`config.mk`:
```
export PLATFORM = sky130hd
export DESIGN_NAME = modular_power_and_inverse_core
export DESIGN_NICKNAME = d
export VERILOG_FILES = /design/src/hw/rtl/mpi_pkg.sv /design/src/hw/rtl/mpi_mulmod.sv /design/src/hw/rtl/modular_power_and_inverse_core.sv
export SDC_FILE = /design/constraint.sdc
export NUM_CORES = 1
export LEC_CHECK = 0
export BUFFER_PORTS_ARGS = -buffer_cell sky130_fd_sc_hd__clkbuf_2
export CORE_MARGIN = 2
export CORE_UTILIZATION = 45
export DETAILED_ROUTE_END_ITERATION = 7
export HOLD_SLACK_MARGIN = 0.15
export SETUP_SLACK_MARGIN = 0.4
export SLEW_MARGIN = 20
export SYNTH_ARGS = -nofsm -noshare
export SYNTH_HDL_FRONTEND = slang
export SYNTH_SLANG_ARGS = --single-unit
```
`constraint.sdc`:
```
create_clock -name clk -period 6.32 [get_ports clk]
set_input_delay 1.264 -clock clk [delete_from_list [all_inputs] [get_ports clk]]
set_output_delay 1.264 -clock clk [all_outputs]
set_load 0.1 [all_outputs]
```
`src/hw/rtl/mpi_pkg.sv`:
```
// shared types and constants for the modular power / inverse core
// no dependencies; imported by mpi_mulmod and modular_power_and_inverse_core
package mpi_pkg;

  // arithmetic word width, 8 to 32
  localparam int WORD_WIDTH = 32;
  localparam int CNT_W      = $clog2(WORD_WIDTH);

  // stream field layout
  localparam int FIELD_W    = 32;
  localparam int BASE_LSB   = 0;
  localparam int EXP_LSB    = FIELD_W;
  localparam int MOD_LSB    = 2 * FIELD_W;
  localparam int IN_DATA_W  = 3 * FIELD_W;
  localparam int OUT_DATA_W = FIELD_W;

  localparam logic OP_POWER   = 1'b0;
  localparam logic OP_INVERSE = 1'b1;

  typedef logic [WORD_WIDTH-1:0] word_t;

  typedef enum logic [3:0] {
    S_IDLE,
    S_RED,
    S_REDW,
    S_GCD,
    S_STEP,
    S_MUL,
    S_MULW,
    S_SQR,
    S_SQRW,
    S_FIN
  } state_t;

  // request to the bit-serial modular multiplier
  typedef struct packed {
    logic  start;
    word_t x;      // multiplier, consumed msb first
    word_t y;      // addend, must be below m
    word_t m;
  } mul_req_t;

  typedef struct packed {
    logic  busy;
    logic  done;   // one-cycle pulse, product valid with it and after
    word_t product;
  } mul_rsp_t;

endpackage

```
`src/hw/rtl/mpi_mulmod.sv`:
```
// bit-serial modular multiplier: x*y mod m, one bit of x per cycle
// depends on mpi_pkg
module mpi_mulmod (
  input  logic              clk,
  input  logic              rst_n,
  input  mpi_pkg::mul_req_t req,
  output mpi_pkg::mul_rsp_t rsp
);
  import mpi_pkg::*;

  logic              busy_r, busy_nxt;
  logic              done_r, done_nxt;
  logic [CNT_W-1:0]  cnt_r, cnt_nxt;
  word_t             x_r, x_nxt;
  word_t             y_r, y_nxt;
  word_t             m_r, m_nxt;
  word_t             acc_r, acc_nxt;

  logic [WORD_WIDTH+1:0] sum;
  logic [WORD_WIDTH+1:0] m1;
  logic [WORD_WIDTH+1:0] m2;
  logic [WORD_WIDTH+1:0] red;

  // 2*acc + bit*y stays below 3m, so at most two subtractions of m
  always_comb begin
    m1  = {2'b00, m_r};
    m2  = {1'b0, m_r, 1'b0};
    sum = {1'b0, acc_r, 1'b0} + (x_r[WORD_WIDTH-1] ? {2'b00, y_r} : '0);
    if (sum >= m2) begin
      red = sum - m2;
    end else if (sum >= m1) begin
      red = sum - m1;
    end else begin
      red = sum;
    end
  end

  always_comb begin
    busy_nxt = busy_r;
    done_nxt = 1'b0;
    cnt_nxt  = cnt_r;
    x_nxt    = x_r;
    y_nxt    = y_r;
    m_nxt    = m_r;
    acc_nxt  = acc_r;
    if (req.start) begin
      busy_nxt = 1'b1;
      cnt_nxt  = '0;
      x_nxt    = req.x;
      y_nxt    = req.y;
      m_nxt    = req.m;
      acc_nxt  = '0;
    end else if (busy_r) begin
      acc_nxt = red[WORD_WIDTH-1:0];
      x_nxt   = {x_r[WORD_WIDTH-2:0], 1'b0};
      cnt_nxt = cnt_r + 1'b1;
      if (cnt_r == CNT_W'(WORD_WIDTH - 1)) begin
        busy_nxt = 1'b0;
        done_nxt = 1'b1;
      end
    end
  end

  always_ff @(posedge clk) begin
    if (!rst_n) begin
      busy_r <= 1'b0;
      done_r <= 1'b0;
    end else begin
      busy_r <= busy_nxt;
      done_r <= done_nxt;
    end
  end

  always_ff @(posedge clk) begin
    cnt_r <= cnt_nxt;
    x_r   <= x_nxt;
    y_r   <= y_nxt;
    m_r   <= m_nxt;
    acc_r <= acc_nxt;
  end

  assign rsp.busy    = busy_r;
  assign rsp.done    = done_r;
  assign rsp.product = acc_r;

endmodule

```
`src/hw/rtl/modular_power_and_inverse_core.sv`:
```
// modular power and Fermat inverse core, streaming in and out
// depends on mpi_pkg and mpi_mulmod
//
// Each request carries an operation in in_tuser (0 = base^exponent mod
// modulus, 1 = inverse as base^(modulus-2) mod modulus) and base, exponent and
// modulus in in_tdata. The answer comes back as one result with the value in
// out_tdata and a no-inverse flag in out_tuser; the flag is set, and the value
// is 0, when an inverse is asked for and gcd(base, modulus) is not 1. The value
// is a true inverse only for a prime modulus. A modulus of 0 or 1 answers 0 at
// once (flag = operation for modulus 0). All products come from one bit-serial
// shift-add modular multiplier, and that multiplier sets the rate: the base is
// first reduced with one product, then each exponent bit below the highest set
// one costs a square plus, for a set bit, a multiply, and the highest set bit
// costs a multiply only. An inverse also runs a binary gcd. One request is in
// work at a time; a new one is taken as soon as the previous result sits in the
// output register.
module modular_power_and_inverse_core (
  input  logic                          clk,
  input  logic                          rst_n,
  // request channel
  input  logic                          in_tvalid,
  output logic                          in_tready,
  input  logic [mpi_pkg::IN_DATA_W-1:0] in_tdata,   // base, exponent, modulus
  input  logic                          in_tuser,   // operation
  // result channel
  output logic                          out_tvalid,
  input  logic                          out_tready,
  output logic [mpi_pkg::OUT_DATA_W-1:0] out_tdata, // result
  output logic                          out_tuser   // no_inverse
);
  import mpi_pkg::*;

  state_t state_r, state_nxt;

  // working registers
  logic  op_r, op_nxt;
  logic  flag_r, flag_nxt;
  word_t mod_r, mod_nxt;
  word_t b_r, b_nxt;       // running base power
  word_t e_r, e_nxt;       // remaining exponent
  word_t acc_r, acc_nxt;   // running product
  word_t res_r, res_nxt;
  word_t u_r, u_nxt;       // gcd operands
  word_t v_r, v_nxt;

  // output register
  logic                  out_tvalid_r, out_tvalid_nxt;
  logic [OUT_DATA_W-1:0] out_tdata_r, out_tdata_nxt;
  logic                  out_tuser_r, out_tuser_nxt;

  mul_req_t mul_req;
  mul_rsp_t mul_rsp;

  logic  in_acc;
  word_t in_base;
  word_t in_exp;
  word_t in_mod;
  logic  mod_small;
  logic  gcd_end;
  logic  gcd_one;
  logic  both_even;
  logic  out_free;

  mpi_mulmod u_mul (
    .clk   (clk),
    .rst_n (rst_n),
    .req   (mul_req),
    .rsp   (mul_rsp)
  );

  assign in_tready = (state_r == S_IDLE);
  assign in_acc    = in_tvalid && in_tready;
  assign in_base   = in_tdata[BASE_LSB +: WORD_WIDTH];
  assign in_exp    = in_tdata[EXP_LSB +: WORD_WIDTH];
  assign in_mod    = in_tdata[MOD_LSB +: WORD_WIDTH];
  // modulus 0 or 1 answers without any arithmetic
  assign mod_small = (in_mod[WORD_WIDTH-1:1] == '0);

  // binary gcd: done when u reaches zero, coprime when v ends at one
  assign gcd_end   = (u_r == '0);
  assign gcd_one   = (v_r == word_t'(1));
  assign both_even = !u_r[0] && !v_r[0];
  // the result register is free or being drained this cycle
  assign out_free  = !out_tvalid_r || out_tready;

  // next state
  always_comb begin
    state_nxt = state_r;
    case (state_r)
      S_IDLE: begin
        if (in_acc) begin
          state_nxt = mod_small ? S_FIN : S_RED;
        end
      end
      S_RED:  state_nxt = S_REDW;
      S_REDW: begin
        if (mul_rsp.done) begin
          state_nxt = (op_r == OP_INVERSE) ? S_GCD : S_STEP;
        end
      end
      S_GCD: begin
        if (gcd_end) begin
          state_nxt = gcd_one ? S_STEP : S_FIN;
        end else if (both_even) begin
          state_nxt = S_FIN;
        end
      end
      S_STEP: begin
        if (e_r == '0) begin
          state_nxt = S_FIN;
        end else if (e_r[0]) begin
          state_nxt = S_MUL;
        end else begin
          state_nxt = S_SQR;
        end
      end
      S_MUL:  state_nxt = S_MULW;
      S_MULW: begin
        if (mul_rsp.done) begin
          // skip the trailing square once no exponent bits remain
          state_nxt = (e_r[WORD_WIDTH-1:1] == '0) ? S_STEP : S_SQR;
        end
      end
      S_SQR:  state_nxt = S_SQRW;
      S_SQRW: begin
        if (mul_rsp.done) begin
          state_nxt = S_STEP;
        end
      end
      S_FIN: begin
        if (out_free) begin
          state_nxt = S_IDLE;
        end
      end
      default: state_nxt = S_IDLE;
    endcase
  end

  // datapath and multiplier requests
  always_comb begin
    op_nxt         = op_r;
    flag_nxt       = flag_r;
    mod_nxt        = mod_r;
    b_nxt          = b_r;
    e_nxt          = e_r;
    acc_nxt        = acc_r;
    res_nxt        = res_r;
    u_nxt          = u_r;
    v_nxt          = v_r;
    out_tvalid_nxt = out_tvalid_r && !out_tready;
    out_tdata_nxt  = out_tdata_r;
    out_tuser_nxt  = out_tuser_r;
    mul_req.start  = 1'b0;
    mul_req.x      = b_r;
    mul_req.y      = b_r;
    mul_req.m      = mod_r;

    case (state_r)
      S_IDLE: begin
        if (in_acc) begin
          op_nxt   = in_tuser;
          mod_nxt  = in_mod;
          b_nxt    = in_base;
          e_nxt    = in_exp;
          acc_nxt  = word_t'(1);
          res_nxt  = '0;
          // modulus zero has no inverse; modulus one is coprime to all
          flag_nxt = (in_mod == '0) && (in_tuser == OP_INVERSE);
        end
      end
      S_RED: begin
        // base mod m as base * 1 mod m
        mul_req.start = 1'b1;
        mul_req.x     = b_r;
        mul_req.y     = word_t'(1);
      end
      S_REDW: begin
        if (mul_rsp.done) begin
          b_nxt = mul_rsp.product;
          u_nxt = mul_rsp.product;
          v_nxt = mod_r;
        end
      end
      S_GCD: begin
        if (gcd_end) begin
          if (gcd_one) begin
            e_nxt = mod_r - word_t'(2);
          end else begin
            flag_nxt = 1'b1;
          end
        end else if (both_even) begin
          flag_nxt = 1'b1;
        end else if (!u_r[0]) begin
          u_nxt = u_r >> 1;
        end else if (!v_r[0]) begin
          v_nxt = v_r >> 1;
        end else if (u_r >= v_r) begin
          u_nxt = u_r - v_r;
        end else begin
          v_nxt = v_r - u_r;
        end
      end
      S_STEP: begin
        if (e_r == '0) begin
          res_nxt = acc_r;
        end
      end
      S_MUL: begin
        mul_req.start = 1'b1;
        mul_req.x     = acc_r;
        mul_req.y     = b_r;
      end
      S_MULW: begin
        if (mul_rsp.done) begin
          acc_nxt = mul_rsp.product;
          if (e_r[WORD_WIDTH-1:1] == '0) begin
            e_nxt = '0;
          end
        end
      end
      S_SQR: begin
        mul_req.start = 1'b1;
      end
      S_SQRW: begin
        if (mul_rsp.done) begin
          b_nxt = mul_rsp.product;
          e_nxt = e_r >> 1;
        end
      end
      S_FIN: begin
        if (out_free) begin
          out_tvalid_nxt = 1'b1;
          out_tdata_nxt  = OUT_DATA_W'(res_r);
          out_tuser_nxt  = flag_r;
        end
      end
      default: begin
      end
    endcase
  end

  always_ff @(posedge clk) begin
    if (!rst_n) begin
      state_r      <= S_IDLE;
      out_tvalid_r <= 1'b0;
    end else begin
      state_r      <= state_nxt;
      out_tvalid_r <= out_tvalid_nxt;
    end
  end

  always_ff @(posedge clk) begin
    op_r        <= op_nxt;
    flag_r      <= flag_nxt;
    mod_r       <= mod_nxt;
    b_r         <= b_nxt;
    e_r         <= e_nxt;
    acc_r       <= acc_nxt;
    res_r       <= res_nxt;
    u_r         <= u_nxt;
    v_r         <= v_nxt;
    out_tdata_r <= out_tdata_nxt;
    out_tuser_r <= out_tuser_nxt;
  end

  assign out_tvalid = out_tvalid_r;
  assign out_tdata  = out_tdata_r;
  assign out_tuser  = out_tuser_r;

  // the multiplier is never restarted while a product is in flight
  a_mul_idle_on_start: assert property (@(posedge clk) disable iff (!rst_n)
    mul_req.start |-> !mul_rsp.busy)
    else $error("multiplier started while busy");

  // a missing inverse always answers zero
  a_flag_zero: assert property (@(posedge clk) disable iff (!rst_n)
    (out_tvalid && out_tuser) |-> (out_tdata == '0))
    else $error("no_inverse with nonzero result");

  // finished results are fully reduced
  a_res_reduced: assert property (@(posedge clk) disable iff (!rst_n)
    (state_r == S_FIN) |-> (res_r < mod_r || res_r == '0))
    else $error("result not below modulus");

  // the gcd operand v never collapses to zero
  a_gcd_v_nonzero: assert property (@(posedge clk) disable iff (!rst_n)
    (state_r == S_GCD) |-> (v_r != '0))
    else $error("gcd operand v reached zero");

endmodule
```
Yosys cells after proc, flatten, opt, wreduce, memory -nomap -nowiden
Index checks and enable logic that the tools add are counted.

word-level totals
  flip-flop bits (word level) = 399
  output and inout bits = 35
  logic and storage cells = 160

operators by class
  add/subtract/negate cells = 7
  $lt $le $gt $ge = 3
  equality and inequality tests = 29
  mux-type cells = 60
  bitwise operators = 2
  reduce and logical (&&, ||, !) cells = 37

operators by type and width
  operator                                                                 count
  32-bit two-way mux                                                       27
  32-bit one-hot mux with 2 select lines                                   5
  32-bit one-hot mux with 4 select lines                                   1
  64-bit one-hot mux with 2 select lines                                   1
  32-bit subtractor                                                        4
  32-bit zero test                                                         3
  31-bit zero test                                                         2
  4-bit two-way mux                                                        10
  4-bit one-hot mux with 10 select lines                                   1
  33-bit by 32-bit adder with 34-bit output                                1
  34-bit by 32-bit greater-or-equal comparator with 1-bit output           1
  34-bit by 33-bit greater-or-equal comparator with 1-bit output           1
  32-bit by 1-bit == test with 1-bit output, second input constant         1
  32-bit greater-or-equal comparator                                       1
  32-bit by 2-bit subtractor with 32-bit output, second input constant     1
  6-bit AND reduction                                                      3
  4-bit by 3-bit == test with 1-bit output, second input constant          4
  2-bit inequality test, second input constant                             8
  3-bit inequality test, second input constant                             5
  2-bit nonzero test                                                       6
  1-bit two-way mux                                                        11
  2-bit by 1-bit inequality test with 1-bit output, second input constant  5
  3-bit AND reduction                                                      3
  4-bit by 2-bit == test with 1-bit output, second input constant          2
  19 further kinds                                                         31

Depth between registers and ports, before layout
  depth in word-level cells = 7
  mapped depth = 27

Cells and area by module
Synthesis repeated with hierarchy kept, for this count alone.

second synthesis, totals
  cells, all modules = 2674
  area, all modules = 26693.1 µm²

by module, submodules not included
  module                          times used  cells each  area each (µm²)  sequential area each (µm²)
  modular_power_and_inverse_core  1           1550        16070.4          7877.6
  mpi_mulmod                      1           1124        10622.7          3663.5

Worst setup path before layout
Ideal clock, no wire load.

  path kind = register -> register
  start point = reg u_mul.x_r[31]
  end point = reg u_mul.acc_r[1]
  library setup time = 0.251 ns
  arrival = 5.051 ns
  required time = 6.069 ns
  slack = 1.018 ns
  cell stages (with the launch flop) = 25
  period minus slack after synthesis = 5.302 ns
  path through = edfxtp_1 > clkbuf_1 > and2_1 > ha_1 > inv_1 > fa_1 > nand2b_1 > a21oi_1 > o21ai_0 > or3_1 > a31oi_1 > nand2b_1 > a41oi_1 > xnor2_1 > ha_1 > a21o_1 > a21o_1 > a21o_1 > a311o_1 > o31ai_1 > o2111ai_1 > buf_2 > mux2_2 > o211ai_1 > a21oi_1

between the ends
  longest elaborated chain between the ends = 5
  elaborated cells between the ends (all ways) = 8

ends and longest elaborated chain
  what                                                                                                        line                                RTL
  start: declaration                                                                                          mpi_mulmod.sv:14                    word_t x_r, x_nxt;
  start signal: assignment                                                                                    mpi_mulmod.sv:76                    x_r <= x_nxt;
  32-bit two-way mux (*)                                                                                      mpi_mulmod.sv:28                    sum = {1'b0, acc_r, 1'b0} + (x_r[WORD_WIDTH-1] ? {2'b00, y_r} : '0);
  33-bit by 32-bit adder with 34-bit output (*)                                                               mpi_mulmod.sv:28
  32-bit subtractor / 34-bit by 32-bit greater-or-equal comparator with 1-bit output (equally long branches)  mpi_mulmod.sv:32, mpi_mulmod.sv:31
  32-bit two-way mux                                                                                          mpi_mulmod.sv:31                    end else if (sum >= m1) begin
  32-bit two-way mux (*)                                                                                      mpi_mulmod.sv:29                    if (sum >= m2) begin
  end signal: assignment                                                                                      mpi_mulmod.sv:79                    acc_r <= acc_nxt;
  end: declaration                                                                                            mpi_mulmod.sv:17                    word_t acc_r, acc_nxt;

Every way passes the cells marked *; elsewhere a longest branch is shown, timed or not.
A chain may end at the register's enable or synchronous reset.

Final worst setup path
  start point = reg u_mul.x_r[31]
  end point = reg u_mul.acc_r[10]

Same word-level chain as after synthesis.

==> impl_metrics.csv <==
group,metric,value,unit
pwr,intPower,9.368,mW
sta,period_share,0.8832,
cts,htreeDepth,2,
pwr,power.density,573.4,nW/um2
synthesis,synth_seq_cells,399,
final_layout,drive_gt1_frac,0.1334,
routing,drtIter0Drc,1720,
sta,setup_viol,0,
cts,cts_hold_buf,0,
synthesis,synth_warnings,0,
outcome,status,"completed",
hold_path,hp-start,"res_r[17]",
global_route,grt_pass1_wl,133700,um
cts,insertion_delay,0.59,ns
critical_path,r2r-start,"u_mul.x_r[31]",
sta,hold_viol,0,
sta,worst_pin_slew,1.207,ns
pwr,power_frac_seq,0.269,
pwr,irDropWorstVdd,0.0002676,V
critical_path,worstPathRequired,6.80,ns
pwr,power_switching,7.482,mW
placement,place_hpwl,70060,um
synthesis,synth.yosys.seq_area_share,0.4464,
synthesis,syn_area,25850,um2
synthesis,synth-edff-count,355,
final_layout,areaGrowthSynthToFinish,13.67,%
placement,port_buffers,135,
global_route,grt_usage,0.2972,
global_route,grt_overflow_total,0,
pwr,combPwrFrac,0.551,
routing,wl_per_cell,25.13,um
final_layout,n_fill_cell,5248,
global_route,grt_max_degree,72,
synthesis,ys_types,82,
critical_path,worstSetupStartpointType,"flop",
sta,rsz0062_at_grt,"false",
placement,gp_congestion,0.9708,
routing,first_pass_iters,5,
job,cap_violations,0,
routing,drc,0,
cts,cts_buffer_depth,3,
critical_path,critPathLaunch,"u_mul.x_r[31]",
routing,via_per_inst,6.041,
global_route,grt_antenna_before_repair,1,
sta,period_needed,5.582,ns
die,dieArea,59380,um2
critical_path,crit_path_end_kind,"flop",
die,die_w,243.7,um
placement,place_ws,-0.01810,ns
synthesis,avgSynthCellArea,9.722,um2
routing,wl,89700,um
synthesis,synthFlopType,"edfxtp_1",
critical_path,cp_max_fo,13,
sta,timing.slew.headroom,0.1908,
die,io_pins,136,
pwr,netSwitchingFraction,0.4440,
cts,cts_tree,"built",
die,core_area,56600,um2
die,die_y,243.7,um
global_route,grt_pass1_vias,21270,
final_layout,layout.nets,3046,
sta,worst_slack,0.7379,ns
cts,clock-sinks,399,
routing,antenna_left,0,
routing,vias,21570,
sta,fmax,0.1791,GHz
sta,slew_viol_final,0,
sta,worst_hold_slack,0.4177,ns
cts,clkTransAtPathRegs,0.06,ns
sta,fin_skew,0.02261,ns
synthesis,synthArstFlopShare,0,
final_layout,fin_util,0.5191,
pwr,pwr-share-clk,0.180,
critical_path,critPathKind,"reg2reg",
cts,cts_buffers,47,
die,start_util,0.4567,
pwr,leakage,12.02,nW
die,num_rows,87,
synthesis,syn_nets,2928,
cts,root_buffer,"clkbuf_16",
synthesis,syn_inst,2659,
critical_path,worst_ep_arrival_time,6.06,ns
hold_path,hp-class,"reg2reg",
cell usage in the layout (no fill, tap or decap), drive strengths merged, types with 26 or more instances in the layout:
cell    instances
o21ai         211
nor2b          50
nand4          38
ha            163
clkbuf        187
a22oi          60
nor2          165
a21oi         235
edfxtp        355
a21o           78
nor3           71
nor4           45
inv           152
dfxtp          44
mux2           34
and3           79
and2           34
xor2           50
nand3          52
nand2         194
xnor2         115
o21a           31
buf            63
o21bai         26
a31oi          28
layout make-up:
cell class,instances,area (um2),area share
Antenna cell,2,5.005,0.0001703
Clock buffer,52,1216,0.04139
Clock inverter,32,498.0,0.01695
Inverter,150,563.0,0.01916
Multi-Input combinational cell,1981,13420,0.4568
Sequential cell,399,11540,0.3927
Tap cell,756,945.9,0.03219
Timing Repair Buffer,198,1194,0.04062
power by group through the flow:
stage	Combinational [mW]	Sequential [mW]	Clock, mW
after floorplan	6.57	4.24	0
after global placement	8.92	4.57	0
after detailed placement	8.97	4.57	0
after CTS	9.03	4.53	3.08
after global routing	10.1	4.60	3.18
final	9.29	4.53	3.03
cell usage after synthesis (7+ instances only):
cell type,number,area share
inv_1,150,0.022
and2_1,34,0.0082
nand4_1,38,0.0092
xor2_1,50,0.017
o221ai_1,8,0.0027
o21bai_1,26,0.0076
buf_2,19,0.0037
o211ai_1,11,0.0032
dfxtp_1,44,0.034
a21boi_0,10,0.0029
nor2_1,162,0.024
a31oi_1,28,0.0068
nand3b_1,7,0.0020
nor3_1,70,0.014
a21o_1,78,0.023
nand3_1,51,0.0099
clkbuf_1,102,0.015
o21a_1,31,0.0090
edfxtp_1,355,0.41
nand2_1,191,0.028
xnor2_1,115,0.039
o21ai_1,7,0.0014
or2_2,8,0.0019
o21ai_0,204,0.039
a22oi_1,60,0.017
mux2_2,34,0.015
nor2b_1,50,0.012
and3_1,79,0.019
a211oi_1,18,0.0052
a221o_1,11,0.0043
nor4_1,43,0.010
o31ai_1,11,0.0032
ha_1,163,0.079
or3_1,12,0.0029
nand2b_1,18,0.0044
mux2i_1,24,0.0093
a21oi_1,234,0.045
worst paths after layout:
path,end,slack (ns),cells past startpoint
worst min-delay path,out_tdata[17],0.42,0
worst max-delay path,u_mul.acc_r[10],0.74,23
worst min register to register,out_tdata[17],0.42,0
worst max register to register,u_mul.acc_r[10],0.74,23
logic make-up after synthesis:
kind of cell,after synthesis,synth area share
buffers and inverters,279,0.04206
DFF,399,0.4464
adders and majority gates,168,0.08276
AOI/OAI and AO/OA,800,0.1938
xor gates and xnor gates,165,0.05590
muxes,58,0.02410
and+or+nand+nor,790,0.1549
routing by layer:
metal	GRT usage	part of all wire	vias to the layer above
li1	-	-	10100
met1	0.3765	0.42	10510
met2	0.5134	0.48	777
met3	0.03316	0.048	176
met4	0.1277	0.047	0
met5	0	0	-
stage by stage:
stage                      TNS, ns  instances  area, um2  total power [mW]
after detailed placement  -0.01810       3479      27520             13.54
after global placement           0       3478      27480             13.49
after global routing             0       3569      29380             17.92
final                            0       3570      29390             16.85
after floorplan                  0       2659      25850             10.81
after CTS                        0       3563      29250             16.63
worst max-delay path, cell delays in order (launching register included):
cell and delay [ns]:
edfxtp_1 0.38, and2_1 0.16, ha_1 0.17, inv_1 0.06
fa_1 0.39, nand2b_1 0.18, a21oi_1 0.22, o21ai_2 0.11
or3_1 0.33, a31oi_2 0.27, nand2b_1 0.16, a41oi_1 0.14
xnor2_1 0.28, ha_1 0.37, a21o_1 0.22, a21o_1 0.18
a21o_1 0.19, a311o_1 0.38, o31ai_2 0.27, o2111ai_4 0.28
buf_4 0.28, mux2i_1 0.15, a21oi_1 0.08, a31o_2 0.21
repair_timing:
item                       4_1_cts  5_1_grt
gates resized for setup          2       18
gates cloned                     0        0
pin swaps                        0        3
buffers inserted                 0        5
setup endpoints to repair        4       32
(Power assumes the default switching activity.)
